===== src/rtl/core/twq_pkg.sv =====
// Package for the timed wait queue: item kinds, status codes, payload structs.
// No dependencies.
package twq_pkg;

  typedef enum logic [1:0] {
    KIND_INSERT = 2'd0,
    KIND_REMOVE = 2'd1,
    KIND_TICK   = 2'd2,
    KIND_NONE   = 2'd3
  } kind_t;

  typedef enum logic [1:0] {
    ST_OK        = 2'd0,
    ST_FULL      = 2'd1,
    ST_NOT_FOUND = 2'd2
  } status_t;

  typedef struct packed {
    logic [1:0]  kind;
    logic [5:0]  task_id;
    logic [31:0] wake_time;
    logic [7:0]  task_priority;
    logic [31:0] tick_time;
    logic [7:0]  running_priority;
  } in_item_t;

  typedef struct packed {
    logic [1:0] status;
    logic       woken_valid;
    logic [5:0] woken_id;
    logic [5:0] chosen_id;
    logic       preempt;
    logic       last;
  } out_item_t;

  typedef enum logic [1:0] {
    BK_IDLE,
    BK_SCAN,
    BK_EMIT
  } bk_state_t;

endpackage


===== src/rtl/core/twq_if.sv =====
// Valid/ready channel interfaces for the wait queue.
// Depends on twq_pkg.
interface twq_in_if;
  logic              valid;
  logic              ready;
  twq_pkg::in_item_t data;
  modport source (output valid, output data, input ready);
  modport sink   (input valid, input data, output ready);
endinterface

interface twq_out_if;
  logic               valid;
  logic               ready;
  twq_pkg::out_item_t data;
  modport source (output valid, output data, input ready);
  modport sink   (input valid, input data, output ready);
endinterface


===== src/rtl/core/timed_wait_queue_with_wakeup_preempt_top.sv =====
// Timed wait queue top level: front queue plus sorted store back end.
// The back end takes a request from the front queue only while idle, scans the store
// for it, passing at most QUEUE_DEPTH entries, and registers the first result.
// A tick that wakes n tasks then gives one result per cycle for n - 1 more while the receiver is ready.
// The back end takes no new request before it is through with the last, so the scan sets the rate.
// Reset (rst_n low, synchronous) empties the store, the front queue and the result register.
module timed_wait_queue_with_wakeup_preempt_top #(
  parameter int QUEUE_DEPTH = 16,
  parameter int ID_COUNT    = 64
) (
  input logic    clk,
  input logic    rst_n,
  twq_in_if.sink    in_ch,
  twq_out_if.source out_ch
);
  logic q_valid, q_pop;
  twq_pkg::in_item_t q_data;

  twq_front #(.ID_COUNT(ID_COUNT)) u_front (
    .clk, .rst_n, .in_valid(in_ch.valid), .in_ready(in_ch.ready), .in_data(in_ch.data),
    .q_valid, .q_pop, .q_data
  );

  twq_back #(.QUEUE_DEPTH(QUEUE_DEPTH)) u_back (
    .clk, .rst_n, .q_valid, .q_pop, .q_data,
    .out_valid(out_ch.valid), .out_ready(out_ch.ready), .out_data(out_ch.data)
  );
endmodule


===== src/rtl/core/twq_front.sv =====
// Front part: accepts requests, normalizes the kind and holds a two-entry queue.
// Depends on twq_pkg.
module twq_front #(
  parameter int ID_COUNT = 64
) (
  input  logic               clk,
  input  logic               rst_n,
  input  logic               in_valid,
  output logic               in_ready,
  input  twq_pkg::in_item_t  in_data,
  output logic               q_valid,
  input  logic               q_pop,
  output twq_pkg::in_item_t  q_data
);
  twq_pkg::in_item_t buf_r [2];
  logic [1:0] cnt_r, cnt_nxt;
  logic       rd_r, wr_r;
  twq_pkg::in_item_t cls;
  logic push;

  // Inserts of ids beyond the id range do nothing, so they become empty requests.
  always_comb begin
    cls = in_data;
    if (in_data.kind == twq_pkg::KIND_INSERT && 32'(in_data.task_id) >= 32'(ID_COUNT))
      cls.kind = twq_pkg::KIND_NONE;
  end

  assign in_ready = (cnt_r != 2'd2);
  assign push     = in_valid && in_ready;
  assign q_valid  = (cnt_r != 2'd0);
  assign q_data   = buf_r[rd_r];
  assign cnt_nxt  = cnt_r + {1'b0, push} - {1'b0, q_pop && q_valid};

  always_ff @(posedge clk) begin
    if (!rst_n) begin
      cnt_r <= '0;
      rd_r  <= 1'b0;
      wr_r  <= 1'b0;
    end else begin
      cnt_r <= cnt_nxt;
      if (push) wr_r <= ~wr_r;
      if (q_pop && q_valid) rd_r <= ~rd_r;
    end
    if (push) buf_r[wr_r] <= cls;
  end
endmodule


===== src/rtl/core/twq_back.sv =====
// Back part: sorted store in shift registers, scanned one entry per cycle.
// Depends on twq_pkg.
module twq_back #(
  parameter int QUEUE_DEPTH = 16
) (
  input  logic               clk,
  input  logic               rst_n,
  input  logic               q_valid,
  output logic               q_pop,
  input  twq_pkg::in_item_t  q_data,
  output logic               out_valid,
  input  logic               out_ready,
  output twq_pkg::out_item_t out_data
);
  localparam int IW = $clog2(QUEUE_DEPTH);
  localparam int CW = $clog2(QUEUE_DEPTH + 1);

  logic [5:0]  ids_r  [QUEUE_DEPTH];
  logic [31:0] wts_r  [QUEUE_DEPTH];
  logic [7:0]  prs_r  [QUEUE_DEPTH];
  logic [CW-1:0] count_r;

  twq_pkg::bk_state_t st_r, st_nxt;
  twq_pkg::in_item_t  cur_r;
  logic [CW-1:0] pos_r;
  logic [5:0]    bestid_r;
  logic [7:0]    bestp_r;
  logic [CW-1:0] n_r;
  logic [CW-1:0] ei_r;
  logic          ov_r;
  twq_pkg::out_item_t od_r;

  logic [IW-1:0] pi;
  logic in_range, stop, commit;
  assign pi       = pos_r[IW-1:0];
  assign in_range = (pos_r < count_r);
  assign q_pop    = (st_r == twq_pkg::BK_IDLE) && q_valid;

  // Scan ends at the first entry that fails the kind's condition.
  always_comb begin
    stop = !in_range;
    if (in_range) begin
      case (cur_r.kind)
        twq_pkg::KIND_INSERT: stop = !(cur_r.wake_time > wts_r[pi]);
        twq_pkg::KIND_REMOVE: stop = (ids_r[pi] == cur_r.task_id);
        twq_pkg::KIND_TICK:   stop = !(wts_r[pi] <= cur_r.tick_time);
        default:              stop = 1'b1;
      endcase
    end
  end

  logic free;
  assign free   = !ov_r || out_ready;
  assign commit = (st_r == twq_pkg::BK_SCAN) && stop && free;

  always_comb begin
    st_nxt = st_r;
    unique case (st_r)
      twq_pkg::BK_IDLE: if (q_valid) st_nxt = twq_pkg::BK_SCAN;
      twq_pkg::BK_SCAN: begin
        if (commit) begin
          if (cur_r.kind == twq_pkg::KIND_TICK && pos_r > 1) st_nxt = twq_pkg::BK_EMIT;
          else st_nxt = twq_pkg::BK_IDLE;
        end
      end
      twq_pkg::BK_EMIT: if (free && ei_r + 1'b1 == n_r) st_nxt = twq_pkg::BK_IDLE;
      default: st_nxt = twq_pkg::BK_IDLE;
    endcase
  end

  // Tick results come from the head; the store shifts one place per result.
  twq_pkg::out_item_t res;
  always_comb begin
    res = '0;
    unique case (st_r)
      twq_pkg::BK_SCAN: begin
        res.last = (cur_r.kind != twq_pkg::KIND_TICK) || (pos_r <= 1);
        case (cur_r.kind)
          twq_pkg::KIND_INSERT:
            res.status = (count_r == CW'(QUEUE_DEPTH)) ? twq_pkg::ST_FULL : twq_pkg::ST_OK;
          twq_pkg::KIND_REMOVE:
            res.status = in_range ? twq_pkg::ST_OK : twq_pkg::ST_NOT_FOUND;
          twq_pkg::KIND_TICK: begin
            if (pos_r != 0) begin
              res.woken_valid = 1'b1;
              res.woken_id    = ids_r[0];
              if (pos_r == 1) begin
                res.chosen_id = ids_r[0];
                res.preempt   = prs_r[0] > cur_r.running_priority;
              end
            end
          end
          default: ;
        endcase
      end
      twq_pkg::BK_EMIT: begin
        res.woken_valid = 1'b1;
        res.woken_id    = ids_r[0];
        res.last        = (ei_r + 1'b1 == n_r);
        if (res.last) begin
          res.chosen_id = bestid_r;
          res.preempt   = bestp_r > cur_r.running_priority;
        end
      end
      default: ;
    endcase
  end

  logic shift_head;
  assign shift_head = (st_r == twq_pkg::BK_EMIT && free) ||
                      (commit && cur_r.kind == twq_pkg::KIND_TICK && pos_r != 0);

  always_ff @(posedge clk) begin
    if (!rst_n) begin
      st_r    <= twq_pkg::BK_IDLE;
      count_r <= '0;
      ov_r    <= 1'b0;
    end else begin
      st_r <= st_nxt;
      if (commit || (st_r == twq_pkg::BK_EMIT && free)) ov_r <= 1'b1;
      else if (ov_r && out_ready) ov_r <= 1'b0;
      if (commit && cur_r.kind == twq_pkg::KIND_INSERT && count_r != CW'(QUEUE_DEPTH))
        count_r <= count_r + 1'b1;
      else if ((commit && cur_r.kind == twq_pkg::KIND_REMOVE && in_range) || shift_head)
        count_r <= count_r - 1'b1;
    end
    if (commit || (st_r == twq_pkg::BK_EMIT && free)) od_r <= res;
    // The first tick result leaves at commit, so emission counts from one.
    if (q_pop) begin
      cur_r    <= q_data;
      pos_r    <= '0;
      bestid_r <= '0;
      bestp_r  <= '0;
      ei_r     <= CW'(1);
    end else if (st_r == twq_pkg::BK_SCAN && !stop) begin
      pos_r <= pos_r + 1'b1;
      if (cur_r.kind == twq_pkg::KIND_TICK && (pos_r == 0 || bestp_r < prs_r[pi])) begin
        bestid_r <= ids_r[pi];
        bestp_r  <= prs_r[pi];
      end
    end else if (st_r == twq_pkg::BK_EMIT && free) begin
      ei_r <= ei_r + 1'b1;
    end
    if (commit) n_r <= pos_r;
    for (int i = 0; i < QUEUE_DEPTH; i++) begin
      if (commit && cur_r.kind == twq_pkg::KIND_INSERT && count_r != CW'(QUEUE_DEPTH)) begin
        if (IW'(i) == pi && CW'(i) == pos_r) begin
          ids_r[i] <= cur_r.task_id;
          wts_r[i] <= cur_r.wake_time;
          prs_r[i] <= cur_r.task_priority;
        end else if (CW'(i) > pos_r) begin
          ids_r[i] <= ids_r[(i+QUEUE_DEPTH-1) % QUEUE_DEPTH];
          wts_r[i] <= wts_r[(i+QUEUE_DEPTH-1) % QUEUE_DEPTH];
          prs_r[i] <= prs_r[(i+QUEUE_DEPTH-1) % QUEUE_DEPTH];
        end
      end else if ((commit && cur_r.kind == twq_pkg::KIND_REMOVE && in_range
                    && CW'(i) >= pos_r) || shift_head) begin
        if (i + 1 < QUEUE_DEPTH) begin
          ids_r[i] <= ids_r[(i+1) % QUEUE_DEPTH];
          wts_r[i] <= wts_r[(i+1) % QUEUE_DEPTH];
          prs_r[i] <= prs_r[(i+1) % QUEUE_DEPTH];
        end
      end
    end
  end

  assign out_valid = ov_r;
  assign out_data  = od_r;

  a_cnt: assert property (@(posedge clk) disable iff (!rst_n) count_r <= CW'(QUEUE_DEPTH))
    else $error("entry count beyond depth");
  a_hold: assert property (@(posedge clk) disable iff (!rst_n)
    ov_r && !out_ready |=> ov_r && $stable(od_r)) else $error("result dropped");
  a_pop: assert property (@(posedge clk) disable iff (!rst_n)
    q_pop |=> st_r == twq_pkg::BK_SCAN) else $error("pop outside idle");
endmodule


===== src/flat_wrapper.sv =====
// flat-port wrapper written by rule: the top's interface ports become plain ports
module timed_wait_queue_with_wakeup_preempt_top_flat 
#(
  parameter int QUEUE_DEPTH = 16,
  parameter int ID_COUNT    = 64
)
  (clk, rst_n, in_ch_valid, in_ch_data, in_ch_ready, out_ch_valid, out_ch_data, out_ch_ready);
  twq_in_if in_ch_i ();
  twq_out_if out_ch_i ();
  input logic clk;
  input logic rst_n;
  input wire logic [$bits(in_ch_i.valid)-1:0] in_ch_valid;
  input wire logic [$bits(in_ch_i.data)-1:0] in_ch_data;
  output wire logic [$bits(in_ch_i.ready)-1:0] in_ch_ready;
  output wire logic [$bits(out_ch_i.valid)-1:0] out_ch_valid;
  output wire logic [$bits(out_ch_i.data)-1:0] out_ch_data;
  input wire logic [$bits(out_ch_i.ready)-1:0] out_ch_ready;
  assign in_ch_i.valid = in_ch_valid;
  assign in_ch_i.data = in_ch_data;
  assign in_ch_ready = in_ch_i.ready;
  assign out_ch_valid = out_ch_i.valid;
  assign out_ch_data = out_ch_i.data;
  assign out_ch_i.ready = out_ch_ready;
  timed_wait_queue_with_wakeup_preempt_top #(.QUEUE_DEPTH(QUEUE_DEPTH), .ID_COUNT(ID_COUNT)) u_core (.clk(clk), .rst_n(rst_n), .in_ch(in_ch_i), .out_ch(out_ch_i));
endmodule

===== config.mk =====
export PLATFORM = sky130hd
export DESIGN_NAME = timed_wait_queue_with_wakeup_preempt_top_flat
export DESIGN_NICKNAME = d
export VERILOG_FILES = /design/src/rtl/core/twq_pkg.sv /design/src/rtl/core/twq_if.sv /design/src/rtl/core/timed_wait_queue_with_wakeup_preempt_top.sv /design/src/rtl/core/twq_front.sv /design/src/rtl/core/twq_back.sv /design/src/flat_wrapper.sv
export SDC_FILE = /design/constraint.sdc
export NUM_CORES = 2
export LEC_CHECK = 0
export ABC_AREA = 1
export ABC_CLOCK_PERIOD_IN_PS = 22700
export BUFFER_PORTS_ARGS = -buffer_cell sky130_fd_sc_hd__buf_2
export CORE_MARGIN = 2
export CORE_UTILIZATION = 35
export CTS_CLUSTER_DIAMETER = 200
export DETAILED_ROUTE_END_ITERATION = 12
export PLACE_DENSITY = 0.5
export SYNTH_ARGS = -nofsm -noshare
export SYNTH_HDL_FRONTEND = slang
export SYNTH_SLANG_ARGS = --single-unit
export TNS_END_PERCENT = 10

===== constraint.sdc =====
create_clock -name clk -period 22.7 [get_ports clk]
set_input_delay 0 -clock clk [delete_from_list [all_inputs] [get_ports clk]]
set_output_delay 0 -clock clk [all_outputs]
set_load 0.005 [all_outputs]

### After elaboration in Yosys (flattened, before gate mapping)

Memories as Yosys holds them, arrays and structs flattened. A register that Yosys moved wholly into a read port is not among the register bits.
Index checks and enable logic that the tools add are counted.

* register bits: 58
* bits in writable memories: 912
* bits of input ports: 92
* output and inout port bits: 19
* logic and storage cells: 568
* memories kept: 4

Memory list
* u_core.u_back.wts_r: depth 16, width 32, rd ports 17, clocked after memory_dff 1, write ports 16, line twq_back.sv:19 `logic [31:0] wts_r [QUEUE_DEPTH];`
* u_core.u_front.buf_r: depth 2, width 88, rd ports 1, clocked after memory_dff 1, write ports 1, line twq_front.sv:15 `twq_pkg::in_item_t buf_r [2];`
* u_core.u_back.prs_r: depth 16, width 8, rd ports 17, clocked after memory_dff 1, write ports 16, line twq_back.sv:20 `logic [7:0] prs_r [QUEUE_DEPTH];`
* u_core.u_back.ids_r: depth 16, width 6, rd ports 17, clocked after memory_dff 1, write ports 16, line twq_back.sv:18 `logic [5:0] ids_r [QUEUE_DEPTH];`

* add/subtract/negate cells: 6
* magnitude comparators: 39
* eq/ne operators: 44
* muxes and demuxes: 277
* bitwise operators: 96
* reductions and logical operators: 85

Operators by type and width (number)
* 2-to-1 mux 32 bit: 31
* 2-to-1 mux 8 bit: 31
* 2-to-1 mux 6 bit: 31
* 2-to-1 mux 1 bit: 163
* bitwise OR 1 bit: 93
* logical AND 1 bit: 48
* == test 4 x 5 -> 1 bit, first input constant: 8
* > comparator 4 x 5 -> 1 bit, first input constant: 8
* greater-or-equal comparator 4 x 5 -> 1 bit, first input constant: 7
* == test 4 bit, first input constant: 8
* > comparator 32 bit: 1
* <= comparator 32 bit: 1
* case mux 15 bit (2 select lines): 1
* 2-to-1 mux 14 bit: 2
* 2-to-1 mux 4 bit: 6
* logical OR 1 bit: 21
* == test 3 x 5 -> 1 bit, first input constant: 4
* greater-or-equal comparator 3 x 5 -> 1 bit, first input constant: 4
* > comparator 3 x 5 -> 1 bit, first input constant: 4
* == test 3 x 4 -> 1 bit, first input constant: 4
* > comparator 8 bit: 2
* adder 5 x 1 -> 5 bit, second input constant: 3
* 2-to-1 mux 7 bit: 2
* == test 2 x 5 -> 1 bit, first input constant: 2
* 36 further kinds: 62

### Depth between registers and ports, before layout

* depth in word-level cells: 14
* mapped depth: 45
* mapped depth without buffers: 35

### By module

From an unflattened synthesis, not the netlist that was laid out.

* cells, all modules: 7977
* area total of the unflattened synthesis: 63203.1 um^2

Modules (own cells, without submodules)
* twq_back: instances 1, cells an instance 7667, area an instance 56536.7 um^2, seq. area each 26125.1 um^2
* twq_front: instances 1, cells an instance 310, area an instance 6666.4 um^2, seq. area each 5385.2 um^2

### Worst setup path before layout

OpenSTA, ideal clock, no wires.

* path kind: reg-to-reg
* start point: register (tool-made name)
* end point: memory u_core.u_back.ids_r[0][0] (enable)
* library setup time: 513 ps
* data arrival time: 7386 ps
* data required time: 22187 ps
* setup slack: 14801 ps
* cell stages (with the launch flop): 27
* path buffers: 10
* period minus slack after synthesis: 7899 ps
* path through: dfxtp_1 -> buf_4 -> inv_2 -> buf_4 -> clkbuf_1 -> clkbuf_1 -> clkbuf_1 -> clkbuf_1 -> o21ai_0 -> o211ai_1 -> nand3_1 -> nand2_1 -> inv_1 -> ha_1 -> nand4_1 -> nor3_1 -> nor2b_1 -> nand4_1 -> a21oi_1 -> nor2_1 -> nand2_4 -> nand3_4 -> buf_6 -> buf_6 -> buf_2 -> buf_1 -> o21ai_0

RTL lines (line)
* end: declaration: twq_back.sv:18

==> run metrics <==
outcome=complete, no violations; first-pass GRT wire length=369300 um; CTS Root Cell=clkbuf_16; layout cells sized above 1=6.236%; total grt overflow=0; Setup Viol. Count Final=0; Initial DRT Pass Iterations=7; Layout area overhead=13.29%; initial antenna violation count=8; GR Util All Layers=28.88%; sequential area share after synthesis=51.99%; Synthesized Nets=7861; largest net degree at the start of global routing=199; DPL Wire Length=147000 um; multiplexer area fraction after synthesis=0%; Compound-Gate Fraction of Synth Area=13.36%; Post-Synthesis Cells=7664; die width=420.0 um; Slew Limit Fails=0; top_reg_cell synth=edfxtp_1; CP Capture Type=register; vias in the first global route=51930; Ports=111; die height=420.0 um; Critical Path AT=10.77 ns; Cell Area, Synth=60560 um^2; #FFs+latches synth=1062; Pwr Total=10.62 mW; via count=55760; Req. time, crit path=23.06 ns; Via-to-Cell Ratio=5.535; clk sinks=1062; area share of and/or/nand/nor cells after synthesis=24.75%; die area=176400 um^2; global placement routability congestion=0.8789; CTS H-tree depth=3; drt wl/cell=25.75 um; Post-CTS Setup Repair Bufs=0; CP Max Fanout=198; Max Fclk=96.06 MHz; synthesized-area fraction occupied by adder cells=2.182%; Relative slew margins=1.229%; FFs w/ async S/R, synth=0%; final hold viol count=0; R2R setup slack=12.29 ns; DRT Wirelength=259500 um; worst-margin pin slew=1.482 ns; r2r worst-path depth=25; PostCTS Resize Cnt=0; core area=171700 um^2; critical path launch point type=register; VDD IR max=107.4 uV; DRT antenna net count=0; mean post-synth cell area=7.902 um^2; Distinct cells, synth=44; Num CTS Buffers=120; Clock Pin Slew Worst Setup and Hold Paths=0.06 ns; Ys Warns=0; Static Leak=29.12 nW; power per standard cell area=154.7 nW/um^2; period utilization=45.86%; Fin Clk Skew=0.06926 ns; clk buf depth=3; first-iteration detailed-routing DRC count=7377; FP Rows=152; Post-route DRC=0; Max Cap Viol=0; min Tclk post-route=10.41 ns; HP Class=primary input to register; Initial Utilization=35.27%; main combinational cell family by area after synthesis=simple AND/OR/NAND/NOR gates; Post-synth EDFFs=1022; final net count=7859; worst setup path end=u_core.u_back.wts_r[0][15]; type of the worst setup path=register to register; R2R Path End=u_core.u_back.wts_r[0][15]; RSZ-0062 raised after global routing=false; CTS tree=done; setup tns final=0 ns; Worst-Skew Late Latency=0.80 ns; XOR/XNOR share of the synthesized area=0.1157%; WHS Path Cells=4; Buffers on Ports=110
[state kept, by name, summed over array words and instances, names as in the netlist, named ones only]
register / flops
u_core.u_back.bestid_r: 6
u_core.u_back.bestp_r: 8
u_core.u_back.count_r: 5
u_core.u_back.cur_r: 88
u_core.u_back.ei_r: 5
u_core.u_back.ids_r: 96
u_core.u_back.n_r: 5
u_core.u_back.out_data: 17
u_core.u_back.out_valid: 1
u_core.u_back.pos_r: 5
u_core.u_back.prs_r: 128
u_core.u_back.st_r: 2
u_core.u_back.wts_r: 512
u_core.u_front.buf_r: 176
u_core.u_front.cnt_r: 2
u_core.u_front.rd_r: 1
u_core.u_front.wr_r: 1
[worst min-delay path by stage]
stage	start	slack (ns)	to
after detailed placement	in_ch_data[33]	0.19	u_core.u_front.buf_r[0][33]
final	rst_n	0.12	u_core.u_back.count_r[4]
after global placement	in_ch_data[33]	0.19	u_core.u_front.buf_r[0][33]
after global routing	rst_n	0.16	u_core.u_back.count_r[4]
after floorplan	in_ch_data[0]	0.1	u_core.u_front.buf_r[0][0]
after CTS	rst_n	0.07	u_core.u_back.count_r[4]
[critical path, cell delays in order (launching register included)]
cell	delay [ns]
dfxtp_4	0.50
inv_8	0.61
buf_4	0.85
buf_12	0.40
a21oi_1	0.14
o21ai_0	0.13
o21ai_0	0.13
o221ai_1	0.16
nand2_1	0.25
ha_1	0.37
a21oi_1	0.13
o21ai_0	0.10
a21oi_1	0.39
nand2_1	0.11
nand2_1	0.08
nand2_1	0.05
nand2_1	0.07
nand2_1	0.05
nor2_1	0.59
nand2_4	0.16
nand3_4	0.63
buf_4	0.94
nand2_4	0.45
buf_4	0.53
o21ai_4	0.36
buf_4	0.85
[area by class of cell]
type | count | area [um^2]
antenna | 3 | 7.507
clock buffer | 154 | 3224
clock inverter | 68 | 691.9
fill | 17390 | 103100
inverter | 610 | 2308
multi-input combinational | 5476 | 24830
sequential | 1062 | 31510
tap | 2310 | 2890
timing repair buffer | 392 | 3153
[kinds of logic (layout without fill, tap and decap cells)]
| logic type | after synthesis | in the layout |
|---|---|---|
| adder cells (fa/ha/maj) | 105 | 105 |
| other | 0 | 3 |
| buffers and inverters | 1126 | 1224 |
| XOR/XNOR | 8 | 8 |
| AO/OA/AOI/OAI | 1538 | 1538 |
| AND/OR/NAND/NOR | 3825 | 3825 |
| flip-flops | 1062 | 1062 |
[metal layers]
metal	vias to the layer above	track usage, %	part of all wire, %
met1	26430	38.54	40
met5	-	0	0.019
met2	3294	44.73	44
met4	8	14.47	5.4
met3	718	5.453	11
li1	25310	-	-
[synth_stat cells, drive strengths merged (3+ instances only)]
cell type / count / share of area, %
o221ai: 24 / 0.35
nand3: 348 / 2.9
clkinv: 5 / 0.031
o21a: 3 / 0.037
edfxtp: 1022 / 51
nor2: 172 / 1.1
nand2: 3269 / 20
buf: 280 / 2.4
a21oi: 296 / 2.4
or2: 5 / 0.052
clkbuf: 236 / 1.5
dfxtp: 40 / 1.3
nand4: 13 / 0.13
ha: 104 / 2.1
inv: 605 / 3.7
o211ai: 87 / 1.1
o21ai: 1118 / 9.3
nor3: 15 / 0.20
a31oi: 4 / 0.041
xor2: 6 / 0.087
[metrics by stage]
| step | hold slack (ns) | utilization (%) | std cells | worst slack (ns) | area (um^2) |
|---|---|---|---|---|---|
| after floorplan | 0.09887 | - | 7664 | 14.80 | 60560 |
| after global placement | 0.1869 | 36.62 | 9671 | 12.90 | 62900 |
| after detailed placement | 0.1907 | 36.62 | 9671 | 12.84 | 62900 |
| after CTS | 0.07183 | 39.95 | 10070 | 12.80 | 68600 |
| after global routing | 0.1590 | 39.95 | 10070 | 12.29 | 68600 |
| final | 0.1227 | 39.95 | 10080 | 12.29 | 68610 |
[cells in the final DEF, fill, tap and decap left out, drive strengths merged]
| cell | count |
|---|---|
| bufinv | 11 |
| diode | 3 |
| nand2 | 3269 |
| edfxtp | 1022 |
| buf | 213 |
| a221o | 1 |
| a21boi | 1 |
| a21o | 1 |
| clkinv | 49 |
| ha | 104 |
| a31oi | 4 |
| o21a | 3 |
| clkbuf | 154 |
| nand3 | 348 |
| o21bai | 1 |
| nor2 | 172 |
| xor2 | 6 |
| clkinvlp | 6 |
| o211ai | 87 |
| or2 | 5 |
| dfxtp | 40 |
| a211oi | 1 |
| dlygate4sd3 | 179 |
| o21ai | 1118 |
| nor2b | 1 |
| xnor2 | 2 |
| nand4 | 13 |
| nand3b | 2 |
| fa | 1 |
| a21oi | 296 |
| o221ai | 24 |
| inv | 612 |
| nor3 | 15 |
| o2111ai | 1 |
[report_power, final]
group          switching [mW]  internal (mW)
clock                   0.891           1.13
combinational            3.63           1.24
sequential              0.482           3.24
total                    5.00           5.61
[what timing repair did]
item                       4_1_cts  5_1_grt
hold endpoints to repair       193        0
setup endpoints to repair        0        0
hold buffers                   179        0
(Power assumes the default switching activity.)
